[src/rtl/dfta_pkg.sv]
`default_nettype none
// ----------------------------------------------------------------------------
// dfta_pkg
// Shared constants, codes and types of the display frame text assembler.
// ----------------------------------------------------------------------------
package dfta_pkg;

   // sizes
   localparam int BUFFER_BYTES      = 32;
   localparam int LONG_TEXT_CHARS   = 64;
   localparam int SEGMENT_CHARS     = 12;
   localparam int SEG_FIRST         = 9;
   localparam int CHUNK_CHARS       = 4;
   localparam int LONG_APPEND_CHARS = 8;
   localparam int SEG_CHUNKS        = SEGMENT_CHARS / CHUNK_CHARS;

   localparam int BUF_AW    = $clog2(BUFFER_BYTES);
   localparam int WP_W      = $clog2(BUFFER_BYTES + 1);
   localparam int LT_AW     = $clog2(LONG_TEXT_CHARS);
   localparam int LT_LEN_W  = $clog2(LONG_TEXT_CHARS + 1);
   localparam int SEG_CW    = $clog2(SEGMENT_CHARS + 1);
   localparam int GA_W      = $clog2(SEG_FIRST + SEGMENT_CHARS + BUFFER_BYTES);
   localparam int CHUNK_W   = $clog2(SEG_CHUNKS);
   localparam int ISSUE_W   = $clog2(CHUNK_CHARS + 1);
   localparam int LAP_W     = $clog2(LONG_APPEND_CHARS);
   localparam int CHAR_W    = 7;

   // frame type and sub-type codes
   localparam logic [7:0] FT_ICONS = 8'h04;
   localparam logic [7:0] FT_START = 8'h10;
   localparam logic [7:0] FT_NOP   = 8'h70;
   localparam logic [7:0] CONT_LO  = 8'h21;
   localparam logic [7:0] CONT_HI  = 8'h7F;
   localparam logic [7:0] ST_ICONS = 8'h1C;
   localparam logic [7:0] ST_TEXT  = 8'h19;

   // register file
   localparam int CSR_IDX_W = 2;
   localparam logic [CSR_IDX_W-1:0] CSR_NO_NEWS    = 2'd0;
   localparam logic [CSR_IDX_W-1:0] CSR_NO_RDS     = 2'd1;
   localparam logic [CSR_IDX_W-1:0] CSR_NO_TRAFFIC = 2'd2;
   localparam logic [7:0] NO_NEWS_RESET    = 8'h01;
   localparam logic [7:0] NO_RDS_RESET     = 8'h02;
   localparam logic [7:0] NO_TRAFFIC_RESET = 8'h04;

   typedef enum logic [2:0] {
      KIND_ICONS      = 3'd0,
      KIND_MODE       = 3'd1,
      KIND_BLINK_ADD  = 3'd2,
      KIND_BLINK_STOP = 3'd3,
      KIND_MENU_SHOW  = 3'd4,
      KIND_MENU_ITEM  = 3'd5,
      KIND_MENU_HIDE  = 3'd6,
      KIND_TEXT       = 3'd7
   } kind_type;

   typedef enum logic [1:0] {
      MODE_MANUAL  = 2'd0,
      MODE_PRESET  = 2'd1,
      MODE_UPDATE  = 2'd2,
      MODE_UNKNOWN = 2'd3
   } mode_type;

   typedef struct packed {
      logic [7:0] no_news;
      logic [7:0] no_rds;
      logic [7:0] no_traffic;
   } mask_type;

   // byte 0 is the frame type
   typedef logic [7:0][7:0] frame_type;

   typedef struct packed {
      kind_type                        kind;
      logic [CHUNK_CHARS-1:0][CHAR_W-1:0] chars;
      logic [2:0]                      chars_valid;
      logic                            last;
      logic                            news_on;
      logic                            traffic_on;
      logic                            rds_on;
      logic [1:0]                      radio_mode;
   } rsp_type;

   typedef struct packed {
      logic              en;
      logic [BUF_AW-1:0] addr;
      logic [7:0]        data;
   } buf_wr_type;

   typedef struct packed {
      logic              en;
      logic [LT_AW-1:0]  addr;
      logic [CHAR_W-1:0] data;
   } lt_wr_type;

endpackage
`default_nettype wire

[src/rtl/display_frame_text_assembler_core.sv]
`default_nettype none
// ----------------------------------------------------------------------------
// display_frame_text_assembler_core
// Takes one 8-byte display frame per beat on req_ and sends icon, mode,
// blink, menu and text events on rsp_, up to four characters per text beat. The
// block works on one frame at a time: req_ready is high only while the
// sequencer is idle. An icon frame makes the icons beat and then the mode
// beat or mode check; a continuation frame appends its bytes (up to 7) one
// at a time, since the byte buffer RAM has a single write port. A completing
// frame then reads the 12 segment characters through the buffer RAM's read
// port, decides each event and sends the segment beats; a fullscreen segment
// appends up to 8 characters to the long text RAM, and the final one reads the
// long text RAM one character a cycle to fill beats of up to four characters.
// No clearing pass is needed after reset: unwritten buffer bytes read as zero
// through per-entry valid flags. The rsp_ side has an output register that
// the sequencer can load while it is empty or being drained; a beat stalled
// there holds the sequencer.
// ----------------------------------------------------------------------------
module display_frame_text_assembler_core (
   input  wire logic                           clock,
   input  wire logic                           reset,
   // configuration writes
   input  wire logic                           csr_wr_en,
   input  wire logic [dfta_pkg::CSR_IDX_W-1:0] csr_index,
   input  wire logic [7:0]                     csr_wdata,
   // frame beats
   input  wire logic                           req_valid,
   output logic                                req_ready,
   input  wire logic [7:0]                     req_byte0,
   input  wire logic [7:0]                     req_byte1,
   input  wire logic [7:0]                     req_byte2,
   input  wire logic [7:0]                     req_byte3,
   input  wire logic [7:0]                     req_byte4,
   input  wire logic [7:0]                     req_byte5,
   input  wire logic [7:0]                     req_byte6,
   input  wire logic [7:0]                     req_byte7,
   // event beats
   output logic                                rsp_valid,
   input  wire logic                           rsp_ready,
   output logic [2:0]                          rsp_kind,
   output logic [6:0]                          rsp_char_a,
   output logic [6:0]                          rsp_char_b,
   output logic [6:0]                          rsp_char_c,
   output logic [6:0]                          rsp_char_d,
   output logic [2:0]                          rsp_chars_valid,
   output logic                                rsp_last,
   output logic                                rsp_news_on,
   output logic                                rsp_traffic_on,
   output logic                                rsp_rds_on,
   output logic [1:0]                          rsp_radio_mode
);
   import dfta_pkg::*;

   mask_type                masks_ff, masks_in;
   logic                    rsp_valid_ff, rsp_valid_in;
   rsp_type                 rsp_ff, rsp_in;

   frame_type               frame;
   logic                    res_valid;
   logic                    res_ready;
   rsp_type                 res;
   buf_wr_type              buf_wr;
   logic [BUF_AW-1:0]       buf_raddr;
   logic [7:0]              buf_rdata;
   lt_wr_type               lt_wr;
   logic [LT_AW-1:0]        lt_raddr;
   logic [CHAR_W-1:0]       lt_rdata;

   assign frame = {req_byte7, req_byte6, req_byte5, req_byte4,
                   req_byte3, req_byte2, req_byte1, req_byte0};

   // indicator masks; the user must write them only while idle, the block does not enforce it
   always_comb begin
      masks_in = masks_ff;
      if (csr_wr_en) begin
         case (csr_index)
            CSR_NO_NEWS:    masks_in.no_news    = csr_wdata;
            CSR_NO_RDS:     masks_in.no_rds     = csr_wdata;
            CSR_NO_TRAFFIC: masks_in.no_traffic = csr_wdata;
            default: begin
               masks_in = masks_ff;
            end
         endcase
      end
   end

   // output register: the sequencer may load it whenever it is empty or
   // being drained in the same cycle
   assign res_ready = !rsp_valid_ff || rsp_ready;

   always_comb begin
      rsp_valid_in = rsp_valid_ff;
      rsp_in       = rsp_ff;
      if (res_valid && res_ready) begin
         rsp_valid_in = 1'b1;
         rsp_in       = res;
      end else if (rsp_ready) begin
         rsp_valid_in = 1'b0;
      end
   end

   always_ff @(posedge clock) begin
      if (reset) begin
         masks_ff.no_news    <= NO_NEWS_RESET;
         masks_ff.no_rds     <= NO_RDS_RESET;
         masks_ff.no_traffic <= NO_TRAFFIC_RESET;
         rsp_valid_ff        <= 1'b0;
      end else begin
         masks_ff     <= masks_in;
         rsp_valid_ff <= rsp_valid_in;
      end
   end

   always_ff @(posedge clock) begin
      rsp_ff <= rsp_in;
   end

   assign rsp_valid       = rsp_valid_ff;
   assign rsp_kind        = rsp_ff.kind;
   assign rsp_char_a      = rsp_ff.chars[0];
   assign rsp_char_b      = rsp_ff.chars[1];
   assign rsp_char_c      = rsp_ff.chars[2];
   assign rsp_char_d      = rsp_ff.chars[3];
   assign rsp_chars_valid = rsp_ff.chars_valid;
   assign rsp_last        = rsp_ff.last;
   assign rsp_news_on     = rsp_ff.news_on;
   assign rsp_traffic_on  = rsp_ff.traffic_on;
   assign rsp_rds_on      = rsp_ff.rds_on;
   assign rsp_radio_mode  = rsp_ff.radio_mode;

   // frame byte buffer
   dfta_ram #(
      .WIDTH (8),
      .DEPTH (BUFFER_BYTES)
   ) u_buf_ram (
      .clock   (clock),
      .wr_en   (buf_wr.en),
      .wr_addr (buf_wr.addr),
      .wr_data (buf_wr.data),
      .rd_addr (buf_raddr),
      .rd_data (buf_rdata)
   );

   // fullscreen long text store, contents undefined until written
   dfta_ram #(
      .WIDTH (CHAR_W),
      .DEPTH (LONG_TEXT_CHARS)
   ) u_lt_ram (
      .clock   (clock),
      .wr_en   (lt_wr.en),
      .wr_addr (lt_wr.addr),
      .wr_data (lt_wr.data),
      .rd_addr (lt_raddr),
      .rd_data (lt_rdata)
   );

   dfta_ctrl u_ctrl (
      .clock     (clock),
      .reset     (reset),
      .masks     (masks_ff),
      .req_valid (req_valid),
      .req_ready (req_ready),
      .frame     (frame),
      .res_valid (res_valid),
      .res_ready (res_ready),
      .res       (res),
      .buf_wr    (buf_wr),
      .buf_raddr (buf_raddr),
      .buf_rdata (buf_rdata),
      .lt_wr     (lt_wr),
      .lt_raddr  (lt_raddr),
      .lt_rdata  (lt_rdata)
   );

endmodule
`default_nettype wire

[src/rtl/dfta_ram.sv]
`default_nettype none
// ----------------------------------------------------------------------------
// dfta_ram
// Generic single-write, single-read RAM with registered read data.
// ----------------------------------------------------------------------------
module dfta_ram #(
   parameter int WIDTH = 8,
   parameter int DEPTH = 32
) (
   input  wire logic                     clock,
   input  wire logic                     wr_en,
   input  wire logic [$clog2(DEPTH)-1:0] wr_addr,
   input  wire logic [WIDTH-1:0]         wr_data,
   input  wire logic [$clog2(DEPTH)-1:0] rd_addr,
   output logic      [WIDTH-1:0]         rd_data
);

   logic [WIDTH-1:0] mem [DEPTH];

   always_ff @(posedge clock) begin
      if (wr_en) begin
         mem[wr_addr] <= wr_data;
      end
      rd_data <= mem[rd_addr];
   end

endmodule
`default_nettype wire

[src/rtl/dfta_ctrl.sv]
`default_nettype none
// ----------------------------------------------------------------------------
// dfta_ctrl
// Frame sequencer: decodes frames, appends to the byte buffer, gathers the
// twelve-character segment and walks the completion events.
// ----------------------------------------------------------------------------
module dfta_ctrl (
   input  wire logic                       clock,
   input  wire logic                       reset,
   input  wire dfta_pkg::mask_type         masks,
   input  wire logic                       req_valid,
   output logic                            req_ready,
   input  wire dfta_pkg::frame_type        frame,
   output logic                            res_valid,
   input  wire logic                       res_ready,
   output dfta_pkg::rsp_type               res,
   output dfta_pkg::buf_wr_type            buf_wr,
   output logic [dfta_pkg::BUF_AW-1:0]     buf_raddr,
   input  wire logic [7:0]                 buf_rdata,
   output dfta_pkg::lt_wr_type             lt_wr,
   output logic [dfta_pkg::LT_AW-1:0]      lt_raddr,
   input  wire logic [dfta_pkg::CHAR_W-1:0] lt_rdata
);
   import dfta_pkg::*;

   typedef enum logic [3:0] {
      S_IDLE,
      S_ICONS,
      S_MODE,
      S_APPEND,
      S_GATHER,
      S_BLINK,
      S_MENU,
      S_SEG,
      S_LAPPEND,
      S_LREAD,
      S_LOUT
   } state_type;

   localparam logic [2:0] CONT_LAST  = 3'd6;
   localparam logic [2:0] START_LAST = 3'd2;

   function automatic mode_type decode_mode(input logic [7:0] m);
      mode_type md;
      if (!m[5]) begin
         md = MODE_MANUAL;
      end else if (!m[1]) begin
         md = MODE_PRESET;
      end else begin
         md = MODE_UPDATE;
      end
      return md;
   endfunction

   // control registers
   state_type                state_ff, state_in;
   state_type                seg_ret_ff, seg_ret_in;
   kind_type                 seg_kind_ff, seg_kind_in;
   logic [2:0]               step_ff, step_in;
   logic                     start_mode_ff, start_mode_in;
   logic [WP_W-1:0]          wp_ff, wp_in;
   logic [7:0]               loc_ff, loc_in;
   mode_type                 cur_mode_ff, cur_mode_in;
   logic                     menu_vis_ff, menu_vis_in;
   logic [BUFFER_BYTES-1:0]  buf_vld_ff, buf_vld_in;
   logic                     rd_vld_ff, rd_vld_in;
   logic [SEG_CW-1:0]        gcnt_ff, gcnt_in;
   logic [CHUNK_W-1:0]       chunk_ff, chunk_in;
   logic [LT_LEN_W-1:0]      lt_len_ff, lt_len_in;
   logic [LAP_W-1:0]         lap_ff, lap_in;
   logic [LT_LEN_W-1:0]      rptr_ff, rptr_in;
   logic [ISSUE_W-1:0]       issued_ff, issued_in;
   logic                     pend_ff, pend_in;
   logic [CHUNK_W-1:0]       slot_ff, slot_in;

   // payload registers
   logic [7:0]               data_ff [7];
   logic [7:0]               data_in [7];
   logic [CHAR_W-1:0]        seg_ff [SEGMENT_CHARS];
   logic [CHAR_W-1:0]        seg_in [SEGMENT_CHARS];
   logic [CHAR_W-1:0]        pack_ff [CHUNK_CHARS];
   logic [CHAR_W-1:0]        pack_in [CHUNK_CHARS];
   logic [7:0]               icon_ff, icon_in;
   logic [7:0]               modeb_ff, modeb_in;

   logic [GA_W-1:0]          ga_sum;
   logic [GA_W-1:0]          ga_addr;
   logic                     wp_full;
   logic [2:0]               mx;
   logic [2:0]               idx;
   logic                     sel;
   logic                     fs;
   mode_type                 new_mode;

   // gather address wraps around the buffer
   assign ga_sum    = GA_W'(SEG_FIRST) + GA_W'(gcnt_ff);
   assign ga_addr   = (ga_sum >= GA_W'(BUFFER_BYTES)) ? ga_sum - GA_W'(BUFFER_BYTES) : ga_sum;
   assign buf_raddr = ga_addr[BUF_AW-1:0];
   assign lt_raddr  = rptr_ff[LT_AW-1:0];

   assign wp_full  = (wp_ff >= WP_W'(BUFFER_BYTES));
   assign mx       = loc_ff[7:5];
   assign idx      = loc_ff[4:2];
   assign sel      = loc_ff[0];
   assign fs       = loc_ff[1];
   assign new_mode = decode_mode(modeb_ff);

   always_comb begin
      state_in      = state_ff;
      seg_ret_in    = seg_ret_ff;
      seg_kind_in   = seg_kind_ff;
      step_in       = step_ff;
      start_mode_in = start_mode_ff;
      wp_in         = wp_ff;
      loc_in        = loc_ff;
      cur_mode_in   = cur_mode_ff;
      menu_vis_in   = menu_vis_ff;
      buf_vld_in    = buf_vld_ff;
      rd_vld_in     = buf_vld_ff[buf_raddr];
      gcnt_in       = gcnt_ff;
      chunk_in      = chunk_ff;
      lt_len_in     = lt_len_ff;
      lap_in        = lap_ff;
      rptr_in       = rptr_ff;
      issued_in     = issued_ff;
      pend_in       = 1'b0;
      slot_in       = slot_ff;
      data_in       = data_ff;
      seg_in        = seg_ff;
      pack_in       = pack_ff;
      icon_in       = icon_ff;
      modeb_in      = modeb_ff;

      req_ready = (state_ff == S_IDLE);
      res_valid = 1'b0;
      res       = '0;
      res.last  = 1'b1;
      buf_wr    = '0;
      lt_wr     = '0;

      // long text read data lands in the cycle after the address
      if (pend_ff) begin
         pack_in[slot_ff] = lt_rdata;
      end

      case (state_ff)
         S_IDLE: begin
            if (req_valid) begin
               if (frame[0] == FT_ICONS) begin
                  icon_in  = frame[2];
                  modeb_in = frame[4];
                  state_in = S_ICONS;
               end else if (frame[0] == FT_START) begin
                  wp_in       = '0;
                  buf_wr.en   = 1'b1;
                  buf_wr.addr = '0;
                  buf_wr.data = '0;
                  if (frame[1] == ST_ICONS) begin
                     icon_in  = frame[3];
                     modeb_in = frame[5];
                     loc_in   = frame[7];
                     state_in = S_ICONS;
                  end else if (frame[1] == ST_TEXT) begin
                     loc_in        = frame[4];
                     data_in[0]    = frame[5];
                     data_in[1]    = frame[6];
                     data_in[2]    = frame[7];
                     step_in       = '0;
                     start_mode_in = 1'b1;
                     state_in      = S_APPEND;
                  end
               end else if ((frame[0] inside {[CONT_LO:CONT_HI]}) && (frame[0] != FT_NOP)) begin
                  for (int k = 0; k < 7; k++) begin
                     data_in[k] = frame[k+1];
                  end
                  step_in       = '0;
                  start_mode_in = 1'b0;
                  state_in      = S_APPEND;
               end
            end
         end

         S_ICONS: begin
            res_valid      = 1'b1;
            res.kind       = KIND_ICONS;
            res.news_on    = ((icon_ff & masks.no_news) == 8'h00);
            res.traffic_on = ((icon_ff & masks.no_traffic) == 8'h00);
            res.rds_on     = ((icon_ff & masks.no_rds) == 8'h00);
            if (res_ready) begin
               state_in = S_MODE;
            end
         end

         S_MODE: begin
            if (new_mode != cur_mode_ff) begin
               res_valid      = 1'b1;
               res.kind       = KIND_MODE;
               res.radio_mode = new_mode;
               if (res_ready) begin
                  cur_mode_in = new_mode;
                  state_in    = S_IDLE;
               end
            end else begin
               state_in = S_IDLE;
            end
         end

         S_APPEND: begin
            for (int k = 0; k < 6; k++) begin
               data_in[k] = data_ff[k+1];
            end
            data_in[6]  = '0;
            buf_wr.addr = wp_ff[BUF_AW-1:0];
            buf_wr.data = data_ff[0];
            if (start_mode_ff) begin
               buf_wr.en = 1'b1;
               wp_in     = wp_ff + WP_W'(1);
               if (step_ff == START_LAST) begin
                  state_in = S_IDLE;
               end else begin
                  step_in = step_ff + 3'd1;
               end
            end else begin
               buf_wr.en = !wp_full;
               if (data_ff[0] == 8'h00) begin
                  gcnt_in  = '0;
                  state_in = (step_ff != CONT_LAST) ? S_GATHER : S_IDLE;
               end else begin
                  if (!wp_full) begin
                     wp_in = wp_ff + WP_W'(1);
                  end
                  if (step_ff == CONT_LAST) begin
                     state_in = S_IDLE;
                  end else begin
                     step_in = step_ff + 3'd1;
                  end
               end
            end
         end

         S_GATHER: begin
            if (gcnt_ff != '0) begin
               for (int k = 0; k < SEGMENT_CHARS - 1; k++) begin
                  seg_in[k] = seg_ff[k+1];
               end
               seg_in[SEGMENT_CHARS-1] = rd_vld_ff ? buf_rdata[CHAR_W-1:0] : '0;
            end
            if (gcnt_ff == SEG_CW'(SEGMENT_CHARS)) begin
               state_in = S_BLINK;
            end else begin
               gcnt_in = gcnt_ff + SEG_CW'(1);
            end
         end

         S_BLINK: begin
            if ((mx != 3'd0) && fs && !sel) begin
               seg_kind_in = KIND_BLINK_ADD;
               seg_ret_in  = S_MENU;
               chunk_in    = '0;
               state_in    = S_SEG;
            end else begin
               res_valid = 1'b1;
               res.kind  = KIND_BLINK_STOP;
               if (res_ready) begin
                  state_in = S_MENU;
               end
            end
         end

         S_MENU: begin
            if ((mx != 3'd0) && !fs) begin
               if (!menu_vis_ff) begin
                  res_valid = 1'b1;
                  res.kind  = KIND_MENU_SHOW;
                  if (res_ready) begin
                     menu_vis_in = 1'b1;
                  end
               end else if (sel) begin
                  seg_kind_in = KIND_MENU_ITEM;
                  seg_ret_in  = S_IDLE;
                  chunk_in    = '0;
                  state_in    = S_SEG;
               end else begin
                  state_in = S_IDLE;
               end
            end else if (menu_vis_ff) begin
               res_valid = 1'b1;
               res.kind  = KIND_MENU_HIDE;
               if (res_ready) begin
                  menu_vis_in = 1'b0;
               end
            end else if ((mx == 3'd0) && sel) begin
               seg_kind_in = KIND_TEXT;
               seg_ret_in  = S_IDLE;
               chunk_in    = '0;
               state_in    = S_SEG;
            end else if (fs && sel) begin
               if (idx == 3'd0) begin
                  lt_len_in = '0;
               end
               lap_in   = '0;
               state_in = S_LAPPEND;
            end else begin
               state_in = S_IDLE;
            end
         end

         S_SEG: begin
            res_valid       = 1'b1;
            res.kind        = seg_kind_ff;
            res.chars_valid = 3'(CHUNK_CHARS);
            res.last        = (chunk_ff == CHUNK_W'(SEG_CHUNKS - 1));
            for (int k = 0; k < CHUNK_CHARS; k++) begin
               res.chars[k] = seg_ff[k];
            end
            if (res_ready) begin
               // rotate so the segment is whole again after the last chunk
               for (int k = 0; k < SEGMENT_CHARS; k++) begin
                  seg_in[k] = seg_ff[(k + CHUNK_CHARS < SEGMENT_CHARS) ?
                                     k + CHUNK_CHARS : k + CHUNK_CHARS - SEGMENT_CHARS];
               end
               if (res.last) begin
                  chunk_in = '0;
                  state_in = seg_ret_ff;
               end else begin
                  chunk_in = chunk_ff + CHUNK_W'(1);
               end
            end
         end

         S_LAPPEND: begin
            lt_wr.en   = (lt_len_ff < LT_LEN_W'(LONG_TEXT_CHARS));
            lt_wr.addr = lt_len_ff[LT_AW-1:0];
            lt_wr.data = seg_ff[0];
            if (lt_wr.en) begin
               lt_len_in = lt_len_ff + LT_LEN_W'(1);
            end
            for (int k = 0; k < SEGMENT_CHARS - 1; k++) begin
               seg_in[k] = seg_ff[k+1];
            end
            seg_in[SEGMENT_CHARS-1] = seg_ff[0];
            if (lap_ff == LAP_W'(LONG_APPEND_CHARS - 1)) begin
               if (idx == mx) begin
                  rptr_in   = '0;
                  issued_in = '0;
                  for (int k = 0; k < CHUNK_CHARS; k++) begin
                     pack_in[k] = '0;
                  end
                  state_in = S_LREAD;
               end else begin
                  state_in = S_IDLE;
               end
            end else begin
               lap_in = lap_ff + LAP_W'(1);
            end
         end

         S_LREAD: begin
            if ((issued_ff == ISSUE_W'(CHUNK_CHARS)) || (rptr_ff == lt_len_ff)) begin
               state_in = S_LOUT;
            end else begin
               pend_in   = 1'b1;
               slot_in   = issued_ff[CHUNK_W-1:0];
               rptr_in   = rptr_ff + LT_LEN_W'(1);
               issued_in = issued_ff + ISSUE_W'(1);
            end
         end

         S_LOUT: begin
            res_valid       = 1'b1;
            res.kind        = KIND_TEXT;
            res.chars_valid = 3'(issued_ff);
            res.last        = (rptr_ff == lt_len_ff);
            for (int k = 0; k < CHUNK_CHARS; k++) begin
               res.chars[k] = pack_ff[k];
            end
            if (res_ready) begin
               for (int k = 0; k < CHUNK_CHARS; k++) begin
                  pack_in[k] = '0;
               end
               issued_in = '0;
               state_in  = res.last ? S_IDLE : S_LREAD;
            end
         end

         default: begin
            state_in = S_IDLE;
         end
      endcase

      if (buf_wr.en) begin
         buf_vld_in[buf_wr.addr] = 1'b1;
      end
   end

   always_ff @(posedge clock) begin
      if (reset) begin
         state_ff      <= S_IDLE;
         seg_ret_ff    <= S_IDLE;
         seg_kind_ff   <= KIND_TEXT;
         step_ff       <= '0;
         start_mode_ff <= 1'b0;
         wp_ff         <= '0;
         loc_ff        <= '0;
         cur_mode_ff   <= MODE_UNKNOWN;
         menu_vis_ff   <= 1'b0;
         buf_vld_ff    <= '0;
         rd_vld_ff     <= 1'b0;
         gcnt_ff       <= '0;
         chunk_ff      <= '0;
         lt_len_ff     <= '0;
         lap_ff        <= '0;
         rptr_ff       <= '0;
         issued_ff     <= '0;
         pend_ff       <= 1'b0;
         slot_ff       <= '0;
      end else begin
         state_ff      <= state_in;
         seg_ret_ff    <= seg_ret_in;
         seg_kind_ff   <= seg_kind_in;
         step_ff       <= step_in;
         start_mode_ff <= start_mode_in;
         wp_ff         <= wp_in;
         loc_ff        <= loc_in;
         cur_mode_ff   <= cur_mode_in;
         menu_vis_ff   <= menu_vis_in;
         buf_vld_ff    <= buf_vld_in;
         rd_vld_ff     <= rd_vld_in;
         gcnt_ff       <= gcnt_in;
         chunk_ff      <= chunk_in;
         lt_len_ff     <= lt_len_in;
         lap_ff        <= lap_in;
         rptr_ff       <= rptr_in;
         issued_ff     <= issued_in;
         pend_ff       <= pend_in;
         slot_ff       <= slot_in;
      end
   end

   always_ff @(posedge clock) begin
      data_ff  <= data_in;
      seg_ff   <= seg_in;
      pack_ff  <= pack_in;
      icon_ff  <= icon_in;
      modeb_ff <= modeb_in;
   end

endmodule
`default_nettype wire

[config.mk]
export PLATFORM = sky130hd
export DESIGN_NAME = display_frame_text_assembler_core
export DESIGN_NICKNAME = d
export VERILOG_FILES = /design/src/rtl/dfta_pkg.sv /design/src/rtl/display_frame_text_assembler_core.sv /design/src/rtl/dfta_ram.sv /design/src/rtl/dfta_ctrl.sv
export SDC_FILE = /design/constraint.sdc
export NUM_CORES = 1
export LEC_CHECK = 0
export ABC_AREA = 1
export BUFFER_PORTS_ARGS = -buffer_cell sky130_fd_sc_hd__buf_2
export CORE_MARGIN = 3
export CORE_UTILIZATION = 23
export DETAILED_ROUTE_END_ITERATION = 10
export MAX_ROUTING_LAYER = met4
export PLACE_DENSITY = 0.37
export SYNTH_ARGS = -nofsm -noshare
export SYNTH_HDL_FRONTEND = slang
export SYNTH_SLANG_ARGS = --single-unit
[constraint.sdc]
create_clock -name clock -period 13.8 [get_ports clock]
set_input_delay 0.69 -clock clock [delete_from_list [all_inputs] [get_ports clock]]
set_output_delay 0.69 -clock clock [all_outputs]
set_load 0.005 [all_outputs]
==> tab_implementation.tex, run 1 <==
\begin{tabular}{lr}
\hline
Metric & Value \\
\hline
\multicolumn{2}{l}{\textbf{STA}} \\
\quad Final Hold Vio Count & 0 \\
\quad Crit share post-route & 0.249 \\
\quad Setup repair after global routing missed its margin & false \\
\quad Setup-violating endpoint count in the final report & 0 \\
\quad Slew @ Worst Pin & between 1 and 1.5 ns \\
\quad Tightest slew margin relative to the limit & 0.187 \\
\quad Final slew viol count & 0 \\
\quad Accumulated negative setup slack & 0 ns \\
\quad Final clock skew & 0.0793 ns \\
\quad Clock period minus final worst setup slack & 3.44 ns \\
\quad Fmax & between 200 and 300 MHz \\
\multicolumn{2}{l}{\textbf{Placed design}} \\
\quad Count of input and output buffers & 120 \\
\quad Cell count after placement & about 6300 \\
\quad HPWL after DPL & between 80 and 90 mm \\
\quad Placer congestion estimate & about 0.78 \\
\quad Post-DP Area & $\sim$46000 um2 \\
\multicolumn{2}{l}{\textbf{Clock network}} \\
\quad Maximum number of buffers from clock root to sink & 3 \\
\quad Number of cells upsized or downsized after cts & 0 \\
\quad Clock latency on the worst-skew pair & $\sim$0.76 ns \\
\quad Cts bufs inserted & between 100 and 150 \\
\quad Deepest level of the CTS H-tree & 3 \\
\quad Clock Pin Slew Worst Setup and Hold Paths & approximately 0.06 ns \\
\quad Post-CTS Setup Repair Bufs & 0 \\
\quad CTS Hold Bufs & 0 \\
\quad Count of clock tree sinks & 1015 \\
\quad CTS tree & yes \\
\quad Clock tree root buffer cell & sky130\_fd\_sc\_hd\_\_clkbuf\_16 \\
\multicolumn{2}{l}{\textbf{Synth}} \\
\quad Number of register bits inferred by synthesis & 1015 \\
\quad Post-synth top area share & 0.609 \\
\quad Most common flop cell mapped by yosys & sky130\_fd\_sc\_hd\_\_edfxtp\_1 \\
\quad Count of unique library cells instantiated by Yosys & 53 \\
\quad Largest area contributor in the synthesized netlist & sky130\_fd\_sc\_hd\_\_edfxtp\_1 \\
\quad Number of flops mapped to enable cells by yosys & approximately 860 \\
\quad Sequential area share after synthesis & 0.681 \\
\quad Yosys warning total & 0 \\
\quad Mean instance size in the synthesized netlist & about 11 um2 \\
\quad Post-synth ARST share & 0 \\
\quad Post-synthesis instance total & 3931 \\
\quad Cell area after synthesis & 42500 um2 \\
\quad Number of nets in the synthesized netlist & slightly above 4000 \\
\quad Most area-consuming cells after synthesis & sky130\_fd\_sc\_hd\_\_edfxtp\_1 61\%, sky130\_fd\_sc\_hd\_\_dfxtp\_1 7.2\%, sky130\_fd\_sc\_hd\_\_nor2\_1 6.3\%, sky130\_fd\_sc\_hd\_\_o21ai\_0 6.0\%, sky130\_fd\_sc\_hd\_\_nand2\_1 5.0\% \\
\multicolumn{2}{l}{\textbf{Cells and area}} \\
\quad Final instance area & $\sim$50000 um2 \\
\quad Commonest non-fill, non-tap cells in the layout & 862 x sky130\_fd\_sc\_hd\_\_edfxtp\_1, 694 x sky130\_fd\_sc\_hd\_\_nor2\_1, 566 x sky130\_fd\_sc\_hd\_\_nand2\_1 \\
\quad Core utilization of the finished layout & 0.271 \\
\quad Fraction of final layout cells with drive strength greater than 1 & 0.112 \\
\quad Number of fillers in the final layout & 19291 \\
\quad Finished Layout Cells & approximately 6600 \\
\quad Synth-to-layout area growth & 17.0\% \\
\quad NumNets Final & 4094 \\
\quad Leading cell type in the layout, fill and taps excluded & sky130\_fd\_sc\_hd\_\_edfxtp\_1 \\
\multicolumn{2}{l}{\textbf{Status}} \\
\quad Status & complete, no violations \\
\multicolumn{2}{l}{\textbf{Detailed routing}} \\
\quad DR DRC count & 0 \\
\quad Antenna Violating Nets Remaining & 0 \\
\quad Drt first pass iters & 6 \\
\quad WL per Instance & between 20 and 25 um \\
\quad Via/cell ratio & $\sim$4.4 \\
\quad First-iteration detailed-routing DRC count & 2151 \\
\quad Via Count & between 20000 and 30000 \\
\quad Final wirelength & roughly 130 mm \\
\multicolumn{2}{l}{\textbf{Critical path}} \\
\quad Critical path data required time & 14.46 ns \\
\quad Crit-path max cell delay & approximately 0.92 ns \\
\quad Buffers \& Inverters on Critical Path & 2 \\
\quad Sequence of cells on the critical path & clkinv\_2, ha\_2, inv\_1, o21ai\_0, o22ai\_1, o211ai\_1, nand2\_1, o21a\_1 \\
\quad Arrival time worst endpoint & just over 4 ns \\
\quad Critical register-to-register path endpoint & u\_buf\_ram.rd\_data[6]\$\_DFF\_P\_ \\
\quad Kind of start point of the critical path & flip-flop \\
\quad Worst reg-to-reg setup slack & around 10 ns \\
\quad Crit. End Element & flip-flop \\
\quad Max Fanout on Critical Path & 33 \\
\quad Crit path max-delay cell type & sky130\_fd\_sc\_hd\_\_ha\_2 \\
\quad Type of the worst setup path & reg -> reg \\
\quad R2r startpoint & u\_ctrl.gcnt\_ff[0]\$\_SDFFE\_PP0P\_ \\
\quad R2R depth & 8 \\
\quad Family with the most delay on the worst path & buffers and inverters \\
\multicolumn{2}{l}{\textbf{Pwr}} \\
\quad VDD IR max & approximately 100 uV \\
\quad Static Leak & approximately 0.017 uW \\
\quad Cell area power density & 175 nW/um2 \\
\multicolumn{2}{l}{\textbf{Worst hold path}} \\
\quad Type of the worst min-delay path & in -> reg \\
\quad Worst Hold End & masks\_ff[23]\$\_SDFFE\_PP0P\_ \\
\quad Beginning of the worst hold path & csr\_wdata[7] \\
\quad Min-Delay Path Depth & 3 \\
\multicolumn{2}{l}{\textbf{Floorplan}} \\
\quad Chip width & 436 um \\
\quad IO Count & about 120 \\
\quad Floorplan die area & around 190000 um2 \\
\quad Placement row count & about 160 \\
\quad Core box area & between 150000 and 200000 um2 \\
\quad Starting density of the core & 0.232 \\
\quad Chip Height & 436 um \\
\multicolumn{2}{l}{\textbf{Flow run}} \\
\quad Max-capacitance violation count & 0 \\
\multicolumn{2}{l}{\textbf{Global routing}} \\
\quad Largest net degree at the start of global routing & 134 \\
\quad Remaining Overflow, GRT & 0 \\
\quad Global-route wire length before repair & a little under 200 mm \\
\quad Number of antenna violations at the first check in global routing & 9 \\
\quad Total routing resource utilization after global routing & 0.141 \\
\quad Vias in the first global route & approximately 29000 \\
\hline
\end{tabular}
## worst max path at each step
stage	startpoint	end	slack (ns)	cells after the start
5_1_grt	u_ctrl.gcnt_ff[0]$_SDFFE_PP0P_	u_buf_ram.rd_data[0]$_DFF_P_	10.07	9
6_report	u_ctrl.gcnt_ff[0]$_SDFFE_PP0P_	u_buf_ram.rd_data[6]$_DFF_P_	10.36	8
3_3_place_gp	req_byte0[3]	u_ctrl.buf_vld_ff[9]$_SDFFE_PP0P_	9.91	14
2_1_floorplan	u_ctrl.state_ff[2]$_SDFFE_PP0P_	u_ctrl.seg_ff[0]$_DFFE_PP_	5.65	7
3_5_place_dp	req_byte0[3]	u_ctrl.buf_vld_ff[13]$_SDFFE_PP0P_	9.89	14
4_1_cts	u_ctrl.gcnt_ff[0]$_SDFFE_PP0P_	u_buf_ram.rd_data[6]$_DFF_P_	10.27	8
## flip-flops by register name, summed over array words and instances, names as in the netlist, 4 cells and up, named ones only
signal,cells
masks_ff,24
rsp_char_a,7
rsp_char_b,7
rsp_char_c,7
rsp_char_d,7
u_buf_ram.mem,224
u_buf_ram.rd_data,7
u_ctrl.buf_vld_ff,28
u_ctrl.data_ff,56
u_ctrl.gcnt_ff,4
u_ctrl.icon_ff,8
u_ctrl.loc_ff,8
u_ctrl.lt_len_ff,7
u_ctrl.pack_ff,28
u_ctrl.rptr_ff,7
u_ctrl.seg_ff,84
u_ctrl.state_ff,4
u_ctrl.wp_ff,6
u_lt_ram.mem,448
u_lt_ram.rd_data,7
## layer usage
layer	track usage	wire [um]	vias up
li1	-	-	13982
met1	0.193	64200	14319
met2	0.218	61800	495
met3	0.0244	5090	164
met4	0.0345	2640	0
met5	-	0	-
## tightest hold or removal path, delay by kind of cell
kind / cells / cell delay (ns)
AND/OR/NAND/NOR: 2 / 0.12
buffers and inverters: 1 / 0.10
## kinds of logic after synthesis
family                   Yosys count  synth area share
buffers and inverters            451            0.0426
AO/OA/AOI/OAI                    887             0.117
adder cells (fa/ha/maj)           13           0.00383
AND/OR/NAND/NOR                 1541             0.150
flip-flops                      1015             0.681
XOR/XNOR                          24           0.00495
## report_power, final
part | internal (uW) | total, uW | leakage [uW] | switching, uW
Clock | 1850 | 3160 | 0.00192 | 1310
Sequential | 3720 | 3880 | 0.00907 | 158
Combinational | 427 | 1650 | 0.00602 | 1220
Total | 5990 | 8690 | 0.0170 | 2700
## stage by stage
stage | worst slack [ns] | power (uW) | hold WS (ns)
after floorplan | 5.65 | 4920 | 0.427
after global placement | 9.91 | 5650 | 0.444
after detailed placement | 9.89 | 5650 | 0.447
after CTS | 10.27 | 8860 | 0.128
after global routing | 10.07 | 9150 | 0.186
final | 10.36 | 8690 | 0.200
## synthesized netlist by cell type (all sizes together) (2+ instances only)
| cell | number |
|---|---|
| xor2 | 18 |
| edfxtp | 862 |
| or2 | 5 |
| xnor2 | 6 |
| and2 | 2 |
| inv | 226 |
| nor2 | 749 |
| dfxtp | 153 |
| buf | 84 |
| nor3 | 18 |
| o211ai | 94 |
| nand4 | 43 |
| clkbuf | 134 |
| a31oi | 15 |
| a221oi | 5 |
| a211oi | 3 |
| a21oi | 148 |
| nand2 | 576 |
| clkinv | 7 |
| ha | 13 |
| o22ai | 63 |
| nor4 | 4 |
| nand3 | 140 |
| o221ai | 37 |
| o21ai | 516 |
| nand3b | 2 |
## final cells by class
| class | count | area [um2] | share of cell area |
|---|---|---|---|
| clock buffers | 177 | 3430 | 0.0690 |
| diodes | 9 | 22.5 | 0.000453 |
| clock inverters | 45 | 487 | 0.00979 |
| inverters | 233 | 885 | 0.0178 |
| multi-input cells | 2465 | 11900 | 0.239 |
| well taps | 2464 | 3080 | 0.0620 |
| repair buffers | 169 | 981 | 0.0197 |
| flip-flops and latches | 1015 | 29000 | 0.582 |
No activity file was read; power rests on OpenSTA's default activity.
==> run 2, diff against run 1 <==
PLACE_DENSITY = 0.38   (was 0.37)
clock period = 3.1 ns   (was 13.8 ns; I/O delays follow)
==> run 2 against run 1 <==
Against the previous run:
- non-clock buffer count grew 227
- design area grew 4.7%
- clock-buffer cell count shrank 15
- largest cell class unchanged
==> tab_implementation.tex, run 2 (synthesized netlist as in run 1, its figures left out) <==
\begin{tabular}{lr}
\hline
Metric & Value \\
\hline
\multicolumn{2}{l}{\textbf{Critical path}} \\
\quad R2r startpoint & u\_ctrl.state\_ff[3]\$\_SDFFE\_PP0P\_ \\
\quad Critical register-to-register path endpoint & u\_lt\_ram.mem[4][3]\$\_DFFE\_PP\_ \\
\quad Crit-path max cell delay & around 0.67 ns \\
\quad Sequence of cells on the critical path & dlygate4sd3\_1, buf\_2, nor3\_2, dlygate4sd3\_1, clkinv\_1, nor2\_1, dlygate4sd3\_1, nor2\_1, dlygate4sd3\_1 \\
\quad Worst reg-to-reg setup slack & 0.61 ns \\
\quad Buffers \& Inverters on Critical Path & 6 \\
\quad Crit path max-delay cell type & sky130\_fd\_sc\_hd\_\_dlygate4sd3\_1 \\
\quad Cell occurring most often along the worst timing path & sky130\_fd\_sc\_hd\_\_dlygate4sd3\_1 \\
\quad Critical path data required time & between 3 and 4 ns \\
\quad Type of the worst setup path & in -> reg \\
\quad Max Fanout on Critical Path & 10 \\
\quad Crit. End Element & flip-flop \\
\quad Family with the most delay on the worst path & buffers and inverters \\
\quad Worst setup path start & csr\_index[0] \\
\quad Kind of start point of the critical path & input port \\
\quad Arrival time worst endpoint & 3.42 ns \\
\quad R2R depth & 11 \\
\multicolumn{2}{l}{\textbf{Placed design}} \\
\quad Post-place setup slack & 0.551 ns \\
\quad Count of input and output buffers & between 100 and 150 \\
\quad Placer congestion estimate & 0.781 \\
\quad HPWL after DPL & 87.0 mm \\
\multicolumn{2}{l}{\textbf{Detailed routing}} \\
\quad First-iteration detailed-routing DRC count & between 2000 and 2500 \\
\quad Length of routed met2 wiring & 62.8 mm \\
\quad Antenna Violating Nets Remaining & 0 \\
\quad Final wirelength & roughly 140 mm \\
\quad Highest Signal Layer & met4 \\
\quad DR WL met3 & between 4 and 5 mm \\
\quad Routed metal-1 wire length & 64.4 mm \\
\quad Via/cell ratio & 4.39 \\
\quad WL per Instance & between 15 and 20 um \\
\quad Via Count & about 30000 \\
\quad Drt first pass iters & 5 \\
\quad DR DRC count & 0 \\
\multicolumn{2}{l}{\textbf{Global routing}} \\
\quad Total routing resource utilization after global routing & 0.144 \\
\quad Number of antenna violations at the first check in global routing & 12 \\
\quad Vias in the first global route & around 30000 \\
\quad Remaining Overflow, GRT & 0 \\
\quad Largest net degree at the start of global routing & between 100 and 150 \\
\quad Global-route wire length before repair & approximately 200 mm \\
\multicolumn{2}{l}{\textbf{Clock network}} \\
\quad Count of clock tree sinks & 1015 \\
\quad Deepest level of the CTS H-tree & 3 \\
\quad Clock Pin Slew Worst Setup and Hold Paths & $\sim$0.06 ns \\
\quad Cts bufs inserted & approximately 120 \\
\quad Clock latency on the worst-skew pair & approximately 0.75 ns \\
\quad CTS tree & yes \\
\quad Post-CTS Setup Repair Bufs & 0 \\
\quad Clock tree root buffer cell & sky130\_fd\_sc\_hd\_\_clkbuf\_16 \\
\quad Maximum number of buffers from clock root to sink & 3 \\
\multicolumn{2}{l}{\textbf{Pwr}} \\
\quad VDD IR max & around 480 uV \\
\quad Cell area power density & roughly 760 nW/um2 \\
\quad Overall Power & 39600 uW \\
\quad Static Leak & approximately 0.018 uW \\
\multicolumn{2}{l}{\textbf{Cells and area}} \\
\quad Sequential standard cell area & 29000 um2 \\
\quad Number of flip-flops in the largest register & approximately 450 \\
\quad Fraction of final layout cells with drive strength greater than 1 & 0.136 \\
\quad Number of fillers in the final layout & around 19000 \\
\quad Footprint of the multi-input gates & approximately 12000 um2 \\
\quad Largest Register & u\_lt\_ram.mem \\
\quad Commonest non-fill, non-tap cells in the layout & 862 x sky130\_fd\_sc\_hd\_\_edfxtp\_1, 694 x sky130\_fd\_sc\_hd\_\_nor2\_1, 566 x sky130\_fd\_sc\_hd\_\_nand2\_1 \\
\quad Synth-to-layout area growth & 22.5\% \\
\quad Core utilization of the finished layout & 0.284 \\
\quad NumNets Final & between 4000 and 5000 \\
\quad Leading cell type in the layout, fill and taps excluded & sky130\_fd\_sc\_hd\_\_edfxtp\_1 \\
\quad Registers with the highest flip-flop counts & u\_lt\_ram.mem x448, u\_buf\_ram.mem x224, u\_ctrl.seg\_ff x84 \\
\multicolumn{2}{l}{\textbf{Floorplan}} \\
\quad Floorplan die area & approximately 190000 um2 \\
\quad Starting density of the core & 0.232 \\
\quad Core box area & 183000 um2 \\
\quad Placement row count & about 160 \\
\quad IO Count & $\sim$120 \\
\quad Chip width & approximately 440 um \\
\quad Chip Height & roughly 440 um \\
\multicolumn{2}{l}{\textbf{STA}} \\
\quad Final clock skew & about 0.043 ns \\
\quad Crit share post-route & 0.901 \\
\quad Clock period minus final worst setup slack & 2.79 ns \\
\quad Final slew viol count & 0 \\
\quad Setup repair after global routing missed its margin & false \\
\quad Fmax & about 360 MHz \\
\quad Setup-violating endpoint count in the final report & 0 \\
\quad Final worst setup slack & approximately 0.3 ns \\
\quad Slew @ Worst Pin & 0.823 ns \\
\quad Final Hold Vio Count & 0 \\
\quad Tightest slew margin relative to the limit & 0.449 \\
\multicolumn{2}{l}{\textbf{Flow run}} \\
\quad Max-capacitance violation count & 0 \\
\multicolumn{2}{l}{\textbf{Worst hold path}} \\
\quad Type of the worst min-delay path & in -> reg \\
\quad Min-Delay Path Depth & 5 \\
\quad Worst Hold End & u\_ctrl.cur\_mode\_ff[1]\$\_SDFFE\_PP1P\_ \\
\quad Beginning of the worst hold path & rsp\_ready \\
\multicolumn{2}{l}{\textbf{Status}} \\
\quad Status & complete, no violations \\
\hline
\end{tabular}
-- run 2: cell types whose count changed in the layout (fill, tap and decap cells not counted), moves of 2 or more --
cell	previous run	this run
sky130_fd_sc_hd__clkbuf_1	38	30
sky130_fd_sc_hd__clkbuf_16	122	120
sky130_fd_sc_hd__dfxtp_2	1	4
sky130_fd_sc_hd__bufinv_16	7	11
sky130_fd_sc_hd__dfxtp_1	149	145
sky130_fd_sc_hd__clkinv_1	17	28
sky130_fd_sc_hd__buf_12	1	33
sky130_fd_sc_hd__clkbuf_8	17	12
sky130_fd_sc_hd__clkinv_16	3	1
sky130_fd_sc_hd__clkinv_2	23	21
sky130_fd_sc_hd__dlygate4sd3_1	0	95
sky130_fd_sc_hd__buf_4	48	148
-- run 2: worst max-delay path by stage --
stage          depth (start not counted)  slack (ns)                      endpoint
2_1_floorplan                          7       -0.40    u_ctrl.seg_ff[0]$_DFFE_PP_
6_report                               9        0.31     masks_ff[23]$_SDFFE_PP0P_
5_1_grt                                9        0.14     masks_ff[20]$_SDFFE_PP0P_
4_1_cts                                9        0.23     masks_ff[20]$_SDFFE_PP0P_
3_5_place_dp                          11        0.55  u_lt_ram.mem[4][1]$_DFFE_PP_
3_3_place_gp                          11        0.51  u_lt_ram.mem[4][0]$_DFFE_PP_
-- run 2: power breakdown --
group          total, uW  switching [uW]  internal [uW]
Sequential         17300             705          16500
Clock              14200            5880           8280
Combinational       8160            5730           2430
Total              39600           12300          27300
-- run 2: area by class of cell --
| type | count | area share |
|---|---|---|
| diodes | 9 | 0.000433 |
| clock buffers | 162 | 0.0630 |
| clock inverters | 59 | 0.0118 |
| inverters | 233 | 0.0170 |
| multi-input cells | 2465 | 0.228 |
| flip-flops and latches | 1015 | 0.556 |
| well taps | 2464 | 0.0592 |
| repair buffers | 396 | 0.0638 |
-- run 2: per-stage QoR --
stage	std cells	setup TNS (ns)	hold slack, ns	cell area [um2]
after floorplan	3931	-33.46	0.281	42600
after global placement	6478	0	0.428	47200
after detailed placement	6478	0	0.432	47200
after CTS	6794	0	0.0115	52000
after global routing	6802	0	0.0458	52100
final	6803	0	0.0303	52100
-- run 2: worst register-to-register path, stage by stage (launching register included) --
cell and delay [ns]:
sky130_fd_sc_hd__dfxtp_2 0.39, sky130_fd_sc_hd__inv_2 0.08, sky130_fd_sc_hd__nor2_4 0.14, sky130_fd_sc_hd__nand2_2 0.11, sky130_fd_sc_hd__nor2_2 0.14, sky130_fd_sc_hd__inv_2 0.07
sky130_fd_sc_hd__nor2_1 0.09, sky130_fd_sc_hd__inv_1 0.06, sky130_fd_sc_hd__nor2_1 0.12, sky130_fd_sc_hd__nand2_1 0.41, sky130_fd_sc_hd__nor2_1 0.40, sky130_fd_sc_hd__buf_4 0.22
-- run 2: metal layers --
metal / GRT usage / vias up
met5: - / -
met4: 0.0419 / 0
met3: 0.0205 / 207
met2: 0.223 / 587
met1: 0.197 / 14669
li1: - / 14433
-- run 2: repair_timing --
| action | 4_1_cts | 5_1_grt |
|---|---|---|
| hold buffers | 95 | 0 |
| hold endpoints to repair | 99 | 0 |
| setup endpoints to repair | 0 | 3 |
| gates resized for setup | 0 | 1 |
==> run 3, diff against run 2 <==
PLACE_DENSITY = 0.47   (was 0.38)
==> run 3 against run 2 <==
Against the previous run:
- first-iteration DRC count increased by 22%
- total power down 3.0%
- maximum frequency grew 5.6%
- flip-flop and latch count stayed put
- via count grew 0.12%
- global-route usage down 0.96 points
==> tab_implementation.tex, run 3 (synthesized netlist as in run 1, its figures left out) <==
\begin{tabular}{lr}
\hline
Metric & Value \\
\hline
\multicolumn{2}{l}{\textbf{STA}} \\
\quad Clock period minus final worst setup slack & 2.65 ns \\
\quad Tightest slew margin relative to the limit & 0.394 \\
\quad Final clock skew & around 0.032 ns \\
\quad Slew @ Worst Pin & roughly 0.91 ns \\
\quad Setup repair after global routing missed its margin & false \\
\quad Setup-violating endpoint count in the final report & 0 \\
\quad Final slew viol count & 0 \\
\quad Final Hold Vio Count & 0 \\
\quad Fmax & between 300 and 400 MHz \\
\quad Accumulated negative setup slack & 0 ns \\
\quad Crit share post-route & 0.853 \\
\multicolumn{2}{l}{\textbf{Critical path}} \\
\quad Max Fanout on Critical Path & 10 \\
\quad R2R depth & 6 \\
\quad Sequence of cells on the critical path & dlygate4sd3\_1, buf\_2, nor3\_1, clkinv\_1, nor2\_1, dlygate4sd3\_1, nor2\_1, dlygate4sd3\_1 \\
\quad Worst reg-to-reg setup slack & $\sim$0.48 ns \\
\quad Kind of start point of the critical path & input port \\
\quad Capturing instance or port of the critical path & masks\_ff[17]\$\_SDFFE\_PP0P\_ \\
\quad Crit path max-delay cell type & sky130\_fd\_sc\_hd\_\_nor3\_1 \\
\quad Stages on the worst setup path & 8 \\
\quad Type of the worst setup path & in -> reg \\
\quad Critical path data required time & about 3.7 ns \\
\quad Cell occurring most often along the worst timing path & sky130\_fd\_sc\_hd\_\_dlygate4sd3\_1 \\
\quad R2r startpoint & u\_ctrl.state\_ff[0]\$\_SDFFE\_PP0P\_ \\
\quad Arrival time worst endpoint & between 3 and 4 ns \\
\quad Worst setup path start & csr\_index[0] \\
\quad Crit-path max cell delay & 0.59 ns \\
\quad Family with the most delay on the worst path & buffers and inverters \\
\quad Crit. End Element & flip-flop \\
\quad Critical register-to-register path endpoint & u\_ctrl.seg\_ff[19]\$\_DFFE\_PP\_ \\
\quad Buffers \& Inverters on Critical Path & 5 \\
\multicolumn{2}{l}{\textbf{Placed design}} \\
\quad Count of input and output buffers & 120 \\
\quad Placer congestion estimate & 0.836 \\
\quad HPWL after DPL & between 80 and 90 mm \\
\multicolumn{2}{l}{\textbf{Cells and area}} \\
\quad Fraction of final layout cells with drive strength greater than 1 & 0.128 \\
\quad Number of fillers in the final layout & $\sim$19000 \\
\quad Registers with the highest flip-flop counts & u\_lt\_ram.mem x448, u\_buf\_ram.mem x224, u\_ctrl.seg\_ff x84 \\
\quad Core utilization of the finished layout & 0.280 \\
\quad NumNets Final & $\sim$4300 \\
\quad Number of flip-flops in the largest register & $\sim$450 \\
\quad Largest Register & u\_lt\_ram.mem \\
\quad Commonest non-fill, non-tap cells in the layout & 862 x sky130\_fd\_sc\_hd\_\_edfxtp\_1, 694 x sky130\_fd\_sc\_hd\_\_nor2\_1, 566 x sky130\_fd\_sc\_hd\_\_nand2\_1 \\
\quad Synth-to-layout area growth & 20.6\% \\
\quad Leading cell type in the layout, fill and taps excluded & sky130\_fd\_sc\_hd\_\_edfxtp\_1 \\
\multicolumn{2}{l}{\textbf{Clock network}} \\
\quad Cts bufs inserted & 108 \\
\quad Clock latency on the worst-skew pair & approximately 0.73 ns \\
\quad Post-CTS Setup Repair Bufs & 0 \\
\quad Count of clock tree sinks & 1015 \\
\quad Deepest level of the CTS H-tree & 3 \\
\quad Clock Pin Slew Worst Setup and Hold Paths & 0.06 ns \\
\quad Maximum number of buffers from clock root to sink & 3 \\
\quad Clock tree root buffer cell & sky130\_fd\_sc\_hd\_\_clkbuf\_16 \\
\quad CTS tree & yes \\
\multicolumn{2}{l}{\textbf{Pwr}} \\
\quad Static Leak & 0.0179 uW \\
\quad VDD IR max & 518 uV \\
\quad Overall Power & around 38000 uW \\
\quad Cell area power density & 749 nW/um2 \\
\multicolumn{2}{l}{\textbf{Flow run}} \\
\quad Max-capacitance violation count & 0 \\
\multicolumn{2}{l}{\textbf{Detailed routing}} \\
\quad Via Count & roughly 30000 \\
\quad Final wirelength & 127 mm \\
\quad Via/cell ratio & approximately 4.4 \\
\quad Drt first pass iters & 7 \\
\quad WL per Instance & between 15 and 20 um \\
\quad First-iteration detailed-routing DRC count & 2489 \\
\quad DR DRC count & 0 \\
\quad Antenna Violating Nets Remaining & 0 \\
\multicolumn{2}{l}{\textbf{Worst hold path}} \\
\quad Type of the worst min-delay path & in -> reg \\
\quad Min-Delay Path Depth & 5 \\
\multicolumn{2}{l}{\textbf{Global routing}} \\
\quad Total routing resource utilization after global routing & 0.135 \\
\quad Largest net degree at the start of global routing & 121 \\
\quad Vias in the first global route & about 30000 \\
\quad Number of antenna violations at the first check in global routing & 10 \\
\quad Global-route wire length before repair & 191 mm \\
\quad Remaining Overflow, GRT & 0 \\
\multicolumn{2}{l}{\textbf{Floorplan}} \\
\quad Chip Height & roughly 440 um \\
\quad Core box area & between 150000 and 200000 um2 \\
\quad Starting density of the core & 0.232 \\
\quad Chip width & $\sim$440 um \\
\quad IO Count & 121 \\
\quad Placement row count & $\sim$160 \\
\quad Floorplan die area & between 150000 and 200000 um2 \\
\multicolumn{2}{l}{\textbf{Status}} \\
\quad Status & complete, no violations \\
\hline
\end{tabular}
run 3: cell types whose count changed in the layout (fill, tap and decap cells not counted), sizes merged:
cell         previous run  this run
dlygate4sd3            95        90
clkinvlp                2         0
diode                   9         6
buf                   301       262
clkinv                 51        64
clkbuf                162       135
run 3: how the worst min path moves through the flow:
stage,slack (ns),startpoint,endpoint
floorplan,0.28,csr_wdata[1],masks_ff[9]$_SDFFE_PP1P_
global placement,0.42,csr_wdata[7],masks_ff[23]$_SDFFE_PP0P_
detailed placement,0.42,csr_wdata[1],masks_ff[17]$_SDFFE_PP0P_
CTS,0.007,rsp_ready,rsp_valid$_SDFFE_PP0P_
global route,0.06,rsp_ready,rsp_valid$_SDFFE_PP0P_
finish,0.04,rsp_ready,rsp_valid$_SDFFE_PP0P_
run 3: through the flow:
step | cell area (um2) | std cells | hold WS, ns | worst slack (ns)
final | 51200 | 6740 | 0.0439 | 0.455
after CTS | 51200 | 6734 | 0.00654 | 0.442
after floorplan | 42600 | 3931 | 0.281 | -0.398
after global placement | 46700 | 6439 | 0.415 | 0.531
after detailed placement | 46700 | 6439 | 0.418 | 0.484
after global routing | 51200 | 6740 | 0.0590 | 0.269
run 3: final cells by class:
class                           count  area [um2]  area share
Sequential cell                  1015       29000       0.565
Multi-Input combinational cell   2465       11900       0.232
Tap cell                         2464        3080      0.0602
Clock buffer                      135        2960      0.0577
Timing Repair Buffer              352        2770      0.0540
Inverter                          233         886      0.0173
Clock inverter                     70         688      0.0134
Antenna cell                        6        15.0    0.000293
run 3: routing by layer:
layer	vias to the layer above	GRT usage	share of wire	wire [um]
met5	-	-	0	0
met4	0	0.0384	0.025	3140
met3	170	0.0224	0.053	6810
met2	776	0.212	0.47	59800
met1	14684	0.179	0.45	57700
li1	14301	-	-	-
run 3: timing repair:
item / 4_1_cts / 5_1_grt
hold endpoints to repair: 99 / 0
gates resized for setup: 0 / 0
hold buffers: 90 / 0
run 3: where the power goes:
group | switching [uW] | leakage, uW | internal (uW) | total, uW
logic | 5540 | 0.00698 | 2280 | 7820
clock network | 5610 | 0.00181 | 7700 | 13300
registers | 700 | 0.00907 | 16500 | 17200
total | 11800 | 0.0179 | 26500 | 38400
run 3: worst reg2reg max path, stage by stage (launching register included):
cell                       delay (ns)
sky130_fd_sc_hd__dfxtp_2         0.36
sky130_fd_sc_hd__nor2_4          0.24
sky130_fd_sc_hd__nand2_2         0.28
sky130_fd_sc_hd__inv_2           0.29
sky130_fd_sc_hd__nor2_4          0.12
sky130_fd_sc_hd__a221oi_4        0.69
sky130_fd_sc_hd__buf_12          0.30
